**config.mk**
```make
export PLATFORM = sky130hd
export DESIGN_NAME = utf16_to_utf8_transcoder_core
export DESIGN_NICKNAME = d
export VERILOG_FILES = /design/src/hw/rtl/u16u8_pkg.sv /design/src/hw/rtl/u16u8_front.sv /design/src/hw/rtl/u16u8_queue.sv /design/src/hw/rtl/u16u8_back.sv /design/src/hw/rtl/utf16_to_utf8_transcoder_core.sv
export SDC_FILE = /design/constraint.sdc
export NUM_CORES = 1
export LEC_CHECK = 0
export BUFFER_PORTS_ARGS = -buffer_cell sky130_fd_sc_hd__buf_4
export CAP_MARGIN = 30
export CORE_MARGIN = 3
export CORE_UTILIZATION = 45
export CTS_CLUSTER_DIAMETER = 60
export DETAILED_ROUTE_END_ITERATION = 8
export SKIP_LAST_GASP = 1
export SLEW_MARGIN = 40
export SYNTH_ARGS = -nofsm -noshare
export SYNTH_HDL_FRONTEND = slang
export SYNTH_SLANG_ARGS = --single-unit
```
**constraint.sdc**
```tcl
create_clock -name clock -period 4 [get_ports clock]
set_input_delay 0.6 -clock clock [delete_from_list [all_inputs] [get_ports clock]]
set_output_delay 0.6 -clock clock [all_outputs]
set_load 0.01 [all_outputs]
```
**src/hw/rtl/u16u8_pkg.sv**
```systemverilog
`default_nettype none
// ----------------------------------------------------------------------------
// u16u8_pkg
// Shared types, constants and byte-encoding helpers for the UTF-16 to UTF-8
// transcoder: the job record passed from the front end to the back end.
// ----------------------------------------------------------------------------
package u16u8_pkg;

   // job queue geometry
   localparam int QUEUE_DEPTH = 4;
   localparam int QUEUE_AW    = $clog2(QUEUE_DEPTH);
   localparam int QUEUE_CW    = $clog2(QUEUE_DEPTH + 1);

   // surrogate ranges
   localparam logic [15:0] SURR_HIGH_MIN = 16'hD800;
   localparam logic [15:0] SURR_HIGH_MAX = 16'hDBFF;
   localparam logic [15:0] SURR_LOW_MIN  = 16'hDC00;
   localparam logic [15:0] SURR_LOW_MAX  = 16'hDFFF;

   // code point limits of the utf-8 length classes
   localparam logic [20:0] CP_LIMIT_1   = 21'h00080;
   localparam logic [20:0] CP_LIMIT_2   = 21'h00800;
   localparam logic [20:0] CP_LIMIT_3   = 21'h10000;
   localparam logic [20:0] CP_SUPP_BASE = 21'h10000;

   // high surrogate prefix used when a held unit is flushed alone
   localparam logic [5:0] SURR_HIGH_PREFIX = 6'b110110;

   // what a job does after an optional flushed surrogate
   typedef enum logic [1:0] {
      MAIN_NONE,
      MAIN_POINT,
      MAIN_PATH_END,
      MAIN_LIST_END
   } main_kind_type;

   // one queued job: everything a single input item causes
   typedef struct packed {
      logic          flush_vld;
      logic [9:0]    flush_pay;
      main_kind_type main_kind;
      logic [20:0]   main_cp;
      logic [2:0]    main_len;
   } job_type;

   // number of utf-8 bytes for a code point
   function automatic logic [2:0] utf8_len(input logic [20:0] cp);
      logic [2:0] len;
      if (cp < CP_LIMIT_1) begin
         len = 3'd1;
      end else if (cp < CP_LIMIT_2) begin
         len = 3'd2;
      end else if (cp < CP_LIMIT_3) begin
         len = 3'd3;
      end else begin
         len = 3'd4;
      end
      return len;
   endfunction

   // byte number idx of the utf-8 sequence of length len for cp
   function automatic logic [7:0] utf8_byte(input logic [20:0] cp,
                                            input logic [2:0]  len,
                                            input logic [1:0]  idx);
      logic [7:0] b;
      b = 8'h00;
      case (len)
         3'd1: b = {1'b0, cp[6:0]};
         3'd2: begin
            case (idx)
               2'd0:    b = {3'b110, cp[10:6]};
               default: b = {2'b10, cp[5:0]};
            endcase
         end
         3'd3: begin
            case (idx)
               2'd0:    b = {4'b1110, cp[15:12]};
               2'd1:    b = {2'b10, cp[11:6]};
               default: b = {2'b10, cp[5:0]};
            endcase
         end
         default: begin
            case (idx)
               2'd0:    b = {5'b11110, cp[20:18]};
               2'd1:    b = {2'b10, cp[17:12]};
               2'd2:    b = {2'b10, cp[11:6]};
               default: b = {2'b10, cp[5:0]};
            endcase
         end
      endcase
      return b;
   endfunction

endpackage
`default_nettype wire

```
**src/hw/rtl/u16u8_front.sv**
```systemverilog
`default_nettype none
// ----------------------------------------------------------------------------
// u16u8_front
// Accepts code units, tracks the held high surrogate and the path-start flag,
// and turns each item into one job for the back end; a high surrogate that is only held gives no job.
// ----------------------------------------------------------------------------
module u16u8_front (
   input  wire logic               clock,
   input  wire logic               reset,
   input  wire logic               accept,
   input  wire logic [15:0]        code_unit,
   output      logic               push,
   output      u16u8_pkg::job_type job
);

   logic       held_vld_ff, held_vld_in;
   logic [9:0] held_pay_ff, held_pay_in;
   logic       path_empty_ff, path_empty_in;
   logic       is_high, is_low, produce;

   // classify the unit and build the job
   always_comb begin
      is_high = code_unit inside {[u16u8_pkg::SURR_HIGH_MIN:u16u8_pkg::SURR_HIGH_MAX]};
      is_low  = code_unit inside {[u16u8_pkg::SURR_LOW_MIN:u16u8_pkg::SURR_LOW_MAX]};

      job           = '0;
      job.main_kind = u16u8_pkg::MAIN_NONE;
      held_vld_in   = held_vld_ff;
      held_pay_in   = held_pay_ff;
      path_empty_in = path_empty_ff;

      if (held_vld_ff && is_low) begin
         // pair completes a supplementary code point
         job.main_kind = u16u8_pkg::MAIN_POINT;
         job.main_cp   = {1'b0, held_pay_ff, code_unit[9:0]} + u16u8_pkg::CP_SUPP_BASE;
         job.main_len  = 3'd4;
         held_vld_in   = 1'b0;
         held_pay_in   = '0;
      end else begin
         // a held surrogate that cannot pair goes out first
         job.flush_vld = held_vld_ff;
         job.flush_pay = held_pay_ff;
         held_vld_in   = 1'b0;
         held_pay_in   = '0;
         if (code_unit == 16'h0000) begin
            job.main_kind = path_empty_ff ? u16u8_pkg::MAIN_LIST_END
                                          : u16u8_pkg::MAIN_PATH_END;
            job.main_len  = 3'd1;
            path_empty_in = 1'b1;
         end else if (is_high) begin
            held_vld_in   = 1'b1;
            held_pay_in   = code_unit[9:0];
            path_empty_in = 1'b0;
         end else begin
            job.main_kind = u16u8_pkg::MAIN_POINT;
            job.main_cp   = {5'd0, code_unit};
            job.main_len  = u16u8_pkg::utf8_len({5'd0, code_unit});
            path_empty_in = 1'b0;
         end
      end

      produce = job.flush_vld || (job.main_kind != u16u8_pkg::MAIN_NONE);
      push    = accept && produce;
   end

   // surrogate and path state
   always_ff @(posedge clock) begin
      if (reset) begin
         held_vld_ff   <= 1'b0;
         held_pay_ff   <= '0;
         path_empty_ff <= 1'b1;
      end else if (accept) begin
         held_vld_ff   <= held_vld_in;
         held_pay_ff   <= held_pay_in;
         path_empty_ff <= path_empty_in;
      end
   end

endmodule
`default_nettype wire

```
**src/hw/rtl/u16u8_queue.sv**
```systemverilog
`default_nettype none
// ----------------------------------------------------------------------------
// u16u8_queue
// Small job fifo between front and back end, with a direct head view.
// ----------------------------------------------------------------------------
module u16u8_queue (
   input  wire logic               clock,
   input  wire logic               reset,
   input  wire logic               push,
   input  wire u16u8_pkg::job_type push_job,
   input  wire logic               pop,
   output      logic               full,
   output      logic               head_vld,
   output      u16u8_pkg::job_type head_job
);

   u16u8_pkg::job_type              slot_ff [u16u8_pkg::QUEUE_DEPTH];
   logic [u16u8_pkg::QUEUE_AW-1:0]  wr_ptr_ff, rd_ptr_ff;
   logic [u16u8_pkg::QUEUE_CW-1:0]  count_ff;

   // status and head
   always_comb begin
      full     = (count_ff == u16u8_pkg::QUEUE_CW'(u16u8_pkg::QUEUE_DEPTH));
      head_vld = (count_ff != '0);
      head_job = slot_ff[rd_ptr_ff];
   end

   // storage
   always_ff @(posedge clock) begin
      if (push) begin
         slot_ff[wr_ptr_ff] <= push_job;
      end
   end

   // pointers and fill count
   always_ff @(posedge clock) begin
      if (reset) begin
         wr_ptr_ff <= '0;
         rd_ptr_ff <= '0;
         count_ff  <= '0;
      end else begin
         if (push) begin
            wr_ptr_ff <= wr_ptr_ff + 1'b1;
         end
         if (pop) begin
            rd_ptr_ff <= rd_ptr_ff + 1'b1;
         end
         if (push && !pop) begin
            count_ff <= count_ff + 1'b1;
         end else if (pop && !push) begin
            count_ff <= count_ff - 1'b1;
         end
      end
   end

   // no overflow, no underflow, count tracks pushes
   a_no_overflow: assert property (@(posedge clock) disable iff (reset)
      !(push && full && !pop))
      else $error("job queue push while full");

   a_no_underflow: assert property (@(posedge clock) disable iff (reset)
      pop |-> head_vld)
      else $error("job queue pop while empty");

   a_count_up: assert property (@(posedge clock) disable iff (reset)
      (push && !pop) |=> (count_ff == $past(count_ff) + 1'b1))
      else $error("job queue count did not follow push");

endmodule
`default_nettype wire

```
**src/hw/rtl/u16u8_back.sv**
```systemverilog
`default_nettype none
// ----------------------------------------------------------------------------
// u16u8_back
// Byte sequencer: walks the current job one utf-8 byte or marker per cycle,
// while rsp_stall does not hold the result register, into that register.
// ----------------------------------------------------------------------------
module u16u8_back (
   input  wire logic               clock,
   input  wire logic               reset,
   input  wire logic               head_vld,
   input  wire u16u8_pkg::job_type head_job,
   output      logic               pop,
   output      logic               rsp_valid,
   input  wire logic               rsp_stall,
   output      logic [7:0]         rsp_out_byte,
   output      logic               rsp_byte_valid,
   output      logic               rsp_path_end,
   output      logic               rsp_list_end,
   output      logic               rsp_last
);

   u16u8_pkg::job_type cur_ff;
   logic               cur_vld_ff;
   logic               main_phase_ff;
   logic [1:0]         idx_ff;

   logic               out_vld_ff;
   logic [7:0]         out_byte_ff;
   logic               out_bv_ff, out_pe_ff, out_le_ff, out_last_ff;

   logic               out_ready, advance, seg_done, is_last, load;
   logic [7:0]         byte_in;
   logic               bv_in, pe_in, le_in;

   // current byte of the job
   always_comb begin
      byte_in  = 8'h00;
      bv_in    = 1'b0;
      pe_in    = 1'b0;
      le_in    = 1'b0;
      seg_done = 1'b1;
      is_last  = 1'b1;
      if (!main_phase_ff) begin
         byte_in  = u16u8_pkg::utf8_byte({5'd0, u16u8_pkg::SURR_HIGH_PREFIX, cur_ff.flush_pay},
                                         3'd3, idx_ff);
         bv_in    = 1'b1;
         seg_done = (idx_ff == 2'd2);
         is_last  = seg_done && (cur_ff.main_kind == u16u8_pkg::MAIN_NONE);
      end else begin
         case (cur_ff.main_kind)
            u16u8_pkg::MAIN_POINT: begin
               byte_in  = u16u8_pkg::utf8_byte(cur_ff.main_cp, cur_ff.main_len, idx_ff);
               bv_in    = 1'b1;
               seg_done = ({1'b0, idx_ff} == (cur_ff.main_len - 3'd1));
            end
            u16u8_pkg::MAIN_PATH_END: pe_in = 1'b1;
            u16u8_pkg::MAIN_LIST_END: le_in = 1'b1;
            default: ;
         endcase
         is_last = seg_done;
      end

      out_ready = !out_vld_ff || !rsp_stall;
      advance   = cur_vld_ff && out_ready;
      load      = !cur_vld_ff || (advance && is_last);
      pop       = load && head_vld;
   end

   // job sequencer
   always_ff @(posedge clock) begin
      if (reset) begin
         cur_vld_ff    <= 1'b0;
         main_phase_ff <= 1'b0;
         idx_ff        <= '0;
      end else if (load) begin
         cur_vld_ff    <= head_vld;
         main_phase_ff <= !head_job.flush_vld;
         idx_ff        <= '0;
      end else if (advance) begin
         if (seg_done) begin
            main_phase_ff <= 1'b1;
            idx_ff        <= '0;
         end else begin
            idx_ff <= idx_ff + 1'b1;
         end
      end
   end

   // job payload
   always_ff @(posedge clock) begin
      if (load) begin
         cur_ff <= head_job;
      end
   end

   // result register, control
   always_ff @(posedge clock) begin
      if (reset) begin
         out_vld_ff <= 1'b0;
      end else if (out_ready) begin
         out_vld_ff <= advance;
      end
   end

   // result register, payload
   always_ff @(posedge clock) begin
      if (advance) begin
         out_byte_ff <= byte_in;
         out_bv_ff   <= bv_in;
         out_pe_ff   <= pe_in;
         out_le_ff   <= le_in;
         out_last_ff <= is_last;
      end
   end

   assign rsp_valid      = out_vld_ff;
   assign rsp_out_byte   = out_byte_ff;
   assign rsp_byte_valid = out_bv_ff;
   assign rsp_path_end   = out_pe_ff;
   assign rsp_list_end   = out_le_ff;
   assign rsp_last       = out_last_ff;

   // flush phase only for jobs that carry a flushed surrogate
   a_flush_phase: assert property (@(posedge clock) disable iff (reset)
      (cur_vld_ff && !main_phase_ff) |-> cur_ff.flush_vld)
      else $error("flush phase on a job without a held surrogate");

   // byte index stays inside the code point length
   a_idx_range: assert property (@(posedge clock) disable iff (reset)
      (cur_vld_ff && main_phase_ff && cur_ff.main_kind == u16u8_pkg::MAIN_POINT)
         |-> ({1'b0, idx_ff} < cur_ff.main_len))
      else $error("byte index past end of sequence");

   // a marker is always the last result of its item
   a_marker_last: assert property (@(posedge clock) disable iff (reset)
      (advance && (pe_in || le_in)) |=> (rsp_valid && rsp_last && !rsp_byte_valid))
      else $error("marker result not flagged last");

endmodule
`default_nettype wire

```
**src/hw/rtl/utf16_to_utf8_transcoder_core.sv**
```systemverilog
`default_nettype none
// ----------------------------------------------------------------------------
// utf16_to_utf8_transcoder_core
// Converts a stream of zero-terminated UTF-16 path strings to UTF-8 bytes.
// ----------------------------------------------------------------------------
// A code unit is taken every cycle while the four-entry job queue has room.
// Results leave at one per cycle while rsp_stall is low, paced by the back-end
// byte sequencer and its output register: a unit below 0x80 gives 1 result,
// below 0x800 2, any other BMP unit or lone surrogate 3, a surrogate pair 4
// (the high unit itself gives no result), a terminator 1 marker, and a held
// surrogate flushed ahead of the next unit adds 3. Each job passes through the
// job queue, the sequencer's current-job register and the result register.
// rsp_last marks the final result of each item.
// ----------------------------------------------------------------------------
module utf16_to_utf8_transcoder_core (
   input  wire logic        clock,
   input  wire logic        reset,
   input  wire logic        req_valid,
   output      logic        req_stall,
   input  wire logic [15:0] req_code_unit,
   output      logic        rsp_valid,
   input  wire logic        rsp_stall,
   output      logic [7:0]  rsp_out_byte,
   output      logic        rsp_byte_valid,
   output      logic        rsp_path_end,
   output      logic        rsp_list_end,
   output      logic        rsp_last
);

   logic               accept, push, pop, full, head_vld;
   u16u8_pkg::job_type push_job, head_job;

   // input handshake
   assign req_stall = full;
   assign accept    = req_valid && !full;

   u16u8_front u_front (
      .clock     (clock),
      .reset     (reset),
      .accept    (accept),
      .code_unit (req_code_unit),
      .push      (push),
      .job       (push_job)
   );

   u16u8_queue u_queue (
      .clock    (clock),
      .reset    (reset),
      .push     (push),
      .push_job (push_job),
      .pop      (pop),
      .full     (full),
      .head_vld (head_vld),
      .head_job (head_job)
   );

   u16u8_back u_back (
      .clock          (clock),
      .reset          (reset),
      .head_vld       (head_vld),
      .head_job       (head_job),
      .pop            (pop),
      .rsp_valid      (rsp_valid),
      .rsp_stall      (rsp_stall),
      .rsp_out_byte   (rsp_out_byte),
      .rsp_byte_valid (rsp_byte_valid),
      .rsp_path_end   (rsp_path_end),
      .rsp_list_end   (rsp_list_end),
      .rsp_last       (rsp_last)
   );

endmodule
`default_nettype wire

```
Yosys cells after proc, flatten, opt, wreduce, memory -nomap -nowiden
Memories as Yosys holds them, arrays and structs flattened. A register that Yosys moved wholly into a read port is not among the register bits.
Index checks and enable logic that the tools add are counted.

cells by class
  $lt $le $gt $ge = 6
  $add $sub $neg = 7
  reduce and logical (&&, ||, !) cells = 32
  bitwise gates (word level) = 1
  muxes and demuxes = 39
  eq/ne operators = 10

operators with widths
  operator                number
  $ge 16x16->1 const B    2
  $le 16x16->1 const B    2
  $mux 10                 3
  $pmux 7 s2              2
  $mux 26                 1
  $mux 25                 1
  $pmux 8 s3              1
  $add 20x17->21 const B  1
  $mux 21                 1
  $pmux 7 s3              1
  $mux 1                  17
  $logic_not 16->1        1
  $lt 16x12->1 const B    1
  $lt 16x8->1 const B     1
  $mux 8                  2
  $mux 3                  4
  $logic_and 1x1->1       11
  $mux 11                 1
  $mux 2                  4
  $reduce_bool 2->1       4
  $logic_not 1->1         7
  $mux 7                  1
  $add 2x1->2 const B     3
  $eq 2x2->1 const B      3
  13 further kinds        20

storage, ports and cells
  memory bits (writable) = 148
  bits of input ports = 20
  memories = 1
  output and inout port bits = 14
  word-level logic and storage cells = 115
  flip-flop bits (word level) = 72

memories
  memory           depth  bits a word  read ports  clocked after memory_dff  write ports  line               text
  u_queue.slot_ff  4      37           1           1                         1            u16u8_queue.sv:17  u16u8_pkg::job_type slot_ff [u16u8_pkg::QUEUE_DEPTH];

Logic depth before layout (Yosys ltp)
  depth after elaboration = 13
  gate-level depth with buffers = 13
  gate-level depth less buffers = 12

Modules after synthesis
A second synthesis with hierarchy kept.

second synthesis, totals
  cell total of the unflattened synthesis = 545
  area total of the unflattened synthesis = 9168.8 sq um

by module, submodules not included
  module                         cells each  area each (sq um)  instances  seq. area each (sq um)
  u16u8_queue                    237         5825.6             1          4624.4
  u16u8_back                     193         2471.1             1          1541.5
  u16u8_front                    114         858.3              1          240.2
  utf16_to_utf8_transcoder_core  1           13.8               1          0.0

Worst setup path before layout
OpenSTA, ideal clock, no wires.

  path type = register -> register
  from = register u_back.idx_ff[0]
  to = register u_queue.count_ff[2] (netlist name)
  path buffers = 1
  library setup time = 0.071 ns
  data arrival time = 2.685 ns
  slack = 1.245 ns
  data required time = 3.929 ns
  clock period less this slack = 2.755 ns
  stages on the path, launching flop included = 14
  cells stage by stage = dfxtp_1 > inv_1 > ha_1 > buf_2 > nor2b_1 > o221ai_1 > a31oi_1 > inv_1 > ha_1 > inv_1 > fa_1 > xor2_1 > or3_1 > a21oi_1

between the ends
  word-level cells in the longest chain between the ends = 9
  elaborated cells between the ends (all ways) = 13
  those cells by class = eq/ne: 2; mux: 3; reduce/logical: 8

RTL lines
  item                                         line                                text
  start, declared                              u16u8_back.sv:25                    logic [1:0] idx_ff;
  start signal, assigned                       u16u8_back.sv:84                    idx_ff <= idx_ff + 1'b1;
  $eq 2x3->1 or $eq 2x2->1 (tied branches)     u16u8_back.sv:54, u16u8_back.sv:47
  $mux 1 or $logic_and 1x1->1 (tied branches)  u16u8_back.sv:50, u16u8_back.sv:48
  $mux 1 *                                     u16u8_back.sv:43                    if (!main_phase_ff) begin
  $logic_and 1x1->1 *                          u16u8_back.sv:65                    load = !cur_vld_ff || (advance && is_last);
  $logic_or 1x1->1 *                           u16u8_back.sv:65
  $logic_and 1x1->1 *                          u16u8_back.sv:66                    pop = load && head_vld;
  $logic_not 1->1                              u16u8_queue.sv:48                   if (push && !pop) begin
  $logic_and 1x1->1                            u16u8_queue.sv:48
  $mux 3 or $reduce_bool 2->1 (tied branches)  n/a
  end signal, assigned                         u16u8_queue.sv:49                   count_ff <= count_ff + 1'b1;
  end signal, assigned                         u16u8_queue.sv:51                   count_ff <= count_ff - 1'b1;
  end, declared                                u16u8_queue.sv:19                   logic [u16u8_pkg::QUEUE_CW-1:0] count_ff;

Every way passes the cells marked *; elsewhere a longest branch is shown, timed or not.
A chain may end at the register's enable or synchronous reset.

Worst setup path in the final report
Ends and elaborated chain as after synthesis.

==> out/results.tsv <==
stage	metric	value	unit
route	drt-initial-drc-count	352	
layout	final_layout_size_suffix_gt1_frac	0.223	
sta	worst_pin_slew	0.756	ns
sta	slew_headroom	0.494	
critical_path	max_stage_delay	0.43	ns
synthesis	yosysWarnings	0	
route	ant_nets	0	
floorplanning	core	19600	µm²
route	vias	4884	
clocking	cts_resized	0	
power	vdd_ir_drop_max	0.368	mV
global_routing	use_met3	0.0285	
floorplanning	dieHeight	147	µm
global_routing	grt_use_met2	0.276	
route	wl_per_cell	21.7	µm
placement	dp.cells	817	
synthesis	seq_area_frac_synth	0.711	
global_routing	gr-usage-met1	0.256	
sta	drv_slew	0	
clocking	cts_num_sinks	222	
layout	syn_to_final_growth	15.1	%
global_routing	antenna_found_initial	0	
clocking	cts_buffers	25	
synthesis	synthFlopType	edfxtp_1	
critical_path	start_kind	flip-flop	
synthesis	avgSynthCellArea	17.0	µm²
synthesis	synth_nets	566	
critical_path	path_max_fanout	9	
critical_path	r2r-start	u_back.idx_ff[0]$_SDFFE_PP0P_	
critical_path	endpoint_kind	flip-flop	
global_routing	grt_pass1_wl	29300	µm
placement	routabilityCongestion	0.806	
run	drv_cap	0	
global_routing	grt_pass1_vias	5021	
critical_path	worst_r2r_path_depth	12	
layout	stdcell_count	861	
floorplanning	num_rows	51	
sta	skew	0.0151	ns
sta	setup_tns	0	ns
critical_path	reg2reg_slack	0.93	ns
layout	nNetsFinal	615	
clocking	htree_levels	1	
route	vias_per_cell	5.67	
route	first_pass_iters	5	
sta	fin_crit_sh	0.768	
critical_path	critPathKind	flip-flop to flip-flop	
layout	num_antenna_cells	0	
power	power_density	678	nW/µm²
critical_path	worstReg2RegEnd	u_queue.count_ff[2]$_SDFFE_PP0P_	
clocking	clk_path_buf_depth	3	
critical_path	cp.required	4.43	ns
critical_path	crit_end	u_queue.count_ff[2]$_SDFFE_PP0P_	
synthesis	synth_cell_types	52	
global_routing	gr-total-overflow	0	
critical_path	path_cells	inv_1, ha_1, nor2b_1, o221ai_1, a31oi_1, inv_1, ha_1, inv_1, fa_1, xor2_1, or3_1, a21oi_1	
placement	io_buffer_count	33	
clocking	post_cts_buffers	0	
clocking	root_buffer	clkbuf_16	
floorplanning	fp.dieW	147	µm
clocking	holdBufCountCts	0	
power	power	7.03	mW
min_path	hold_class	input pin to flip-flop	
synthesis	ys_ff_latch	222	
global_routing	grt_usage	0.176	
floorplanning	die_area	21800	µm²
clocking	cts_tree	yes	
clocking	cts.clk_slew.worst_paths	0.06	ns
critical_path	critical_path_arrival	3.50	ns
sta	final-setup-viol-count	0	
global_routing	busiest_layer	met2	
sta	max_clock_freq	0.326	GHz
synthesis	synthArstFlopShare	0	
status	status	finished clean	
synthesis	synth-edff-count	196	
power	p_leak	3.57	nW
sta	finalHoldViolCount	0	
synthesis	netlist_area	9010	µm²
sta	rsz0062_at_grt	no	
clocking	clock_latency	0.51	ns
critical_path	crit_path_frequent_cell	inv_1	
critical_path	slowest_stage	dfxtp_1	
route	route.detailed.drc	0	
floorplanning	initial_utilization	0.460	
sta	period_needed	3.07	ns
global_routing	grt_max_degree	39	
floorplanning	io_pins	34	
critical_path	crit_path_start	u_back.idx_ff[0]$_SDFFE_PP0P_	
placement	dp_hpwl	12300	µm
synthesis	synthCells	530	
route	drt_wl_total	18700	µm
how the worst min path moves through the flow:
stage / start / to / slack, ns / depth (start not counted)
6_report: req_code_unit[0] / u_front.held_pay_ff[0]$_SDFFE_PP0P_ / 0.33 / 2
2_1_floorplan: u_front.held_vld_ff$_SDFFE_PP0P_ / u_front.held_vld_ff$_SDFFE_PP0P_ / 0.45 / 2
3_5_place_dp: u_front.held_vld_ff$_SDFFE_PP0P_ / u_front.held_vld_ff$_SDFFE_PP0P_ / 0.48 / 2
4_1_cts: req_code_unit[0] / u_front.held_pay_ff[0]$_SDFFE_PP0P_ / 0.31 / 2
3_3_place_gp: u_front.held_vld_ff$_SDFFE_PP0P_ / u_front.held_vld_ff$_SDFFE_PP0P_ / 0.48 / 2
5_1_grt: req_code_unit[8] / u_front.held_pay_ff[8]$_SDFFE_PP0P_ / 0.32 / 2
kinds of logic after synthesis:
kind of cell | count (synthesis) | synth area share
flops | 222 | 0.711
buf+inv | 44 | 0.0201
fa+ha+maj | 16 | 0.0231
xor+xnor | 7 | 0.00681
mux | 48 | 0.105
compound gates | 85 | 0.0692
simple gates | 108 | 0.0642
metrics by stage:
step / setup slack [ns] / util / instance area (µm²) / hold WS [ns]
floorplan: 1.24 / - / 9010 / 0.450
global placement: 1.09 / 0.490 / 9600 / 0.477
detailed placement: 0.972 / 0.490 / 9600 / 0.479
CTS: 0.978 / 0.529 / 10400 / 0.308
global route: 0.700 / 0.529 / 10400 / 0.323
finish: 0.928 / 0.529 / 10400 / 0.329
worst max-delay path, delay by kind of cell, from the launching register on:
kind                       cells  cell delay (ns)
AOI/OAI and AO/OA              3             0.66
xor gates and xnor gates       1             0.18
adders and majority gates      3             0.94
buffers and inverters          3             0.28
DFF                            1             0.43
and+or+nand+nor                2             0.52
cell usage in the layout (no fill, tap or decap), types with 4 or more instances in the layout:
cell	synthesis	layout
edfxtp_1	196	196
buf_4	0	45
mux4_2	37	37
clkbuf_16	0	25
dfxtp_1	26	24
nand2_1	23	23
nor2_1	20	20
inv_1	19	19
and2_1	21	17
ha_1	15	15
nor2b_1	13	13
o21ai_0	11	11
a211oi_1	10	10
a21oi_1	10	10
a22o_1	10	10
clkinv_1	1	7
mux2i_1	6	6
a221oi_1	6	6
xor2_1	5	5
nand2b_1	5	5
nor3_1	5	5
o22ai_1	5	5
mux2_2	5	5
a311o_1	5	5
a31oi_1	5	5
clkbuf_1	14	5
o31ai_1	4	4
and2_2	0	4
clkinv_2	0	4
cell type report:
type / count / area [µm²]
Timing Repair Buffer: 46 / 358
Tap cell: 265 / 332
Clock buffer: 30 / 644
Inverter: 20 / 75.1
Multi-Input combinational cell: 264 / 2420
Sequential cell: 222 / 6410
Clock inverter: 14 / 119
Fill cell: 1608 / 9230
cells in the mapped netlist, types with 6 or more instances:
library cell  instances  area, µm²
a221oi_1              6       52.6
clkbuf_1             14       52.6
nand2_1              23       86.3
ha_1                 15        188
a21oi_1              10       50.1
nor2_1               20       75.1
a22o_1               10       87.6
a211oi_1             10       75.1
buf_2                 7       35.0
inv_1                19       71.3
edfxtp_1            196       5890
mux4_2               37        833
mux2i_1               6       60.1
and2_1               21        131
dfxtp_1              26        521
o21ai_0              11       55.1
nor2b_1              13       81.3
per-layer routing:
metal / part of all wire / wire, µm
met2: 0.47 / 8690
met5: 0 / 0
met4: 0.030 / 555
met3: 0.046 / 855
met1: 0.46 / 8560
power breakdown:
group	total [mW]	leakage (nW)	switching (mW)	internal, mW
sequential	3.41	2.10	0.333	3.08
combinational	1.51	1.10	0.809	0.698
clock	2.11	0.372	0.840	1.27
total	7.03	3.57	1.98	5.04
registers in the layout, summed over array words and instances, names as in the netlist, 2 cells and up, named ones only:
name	count
u_back.idx_ff	2
u_queue.slot_ff	148
u_back.rsp_out_byte	8
u_queue.count_ff	3
u_queue.rd_ptr_ff	2
u_back.cur_ff	36
u_queue.wr_ptr_ff	2
u_front.held_pay_ff	10
(Power assumes the default switching activity.)
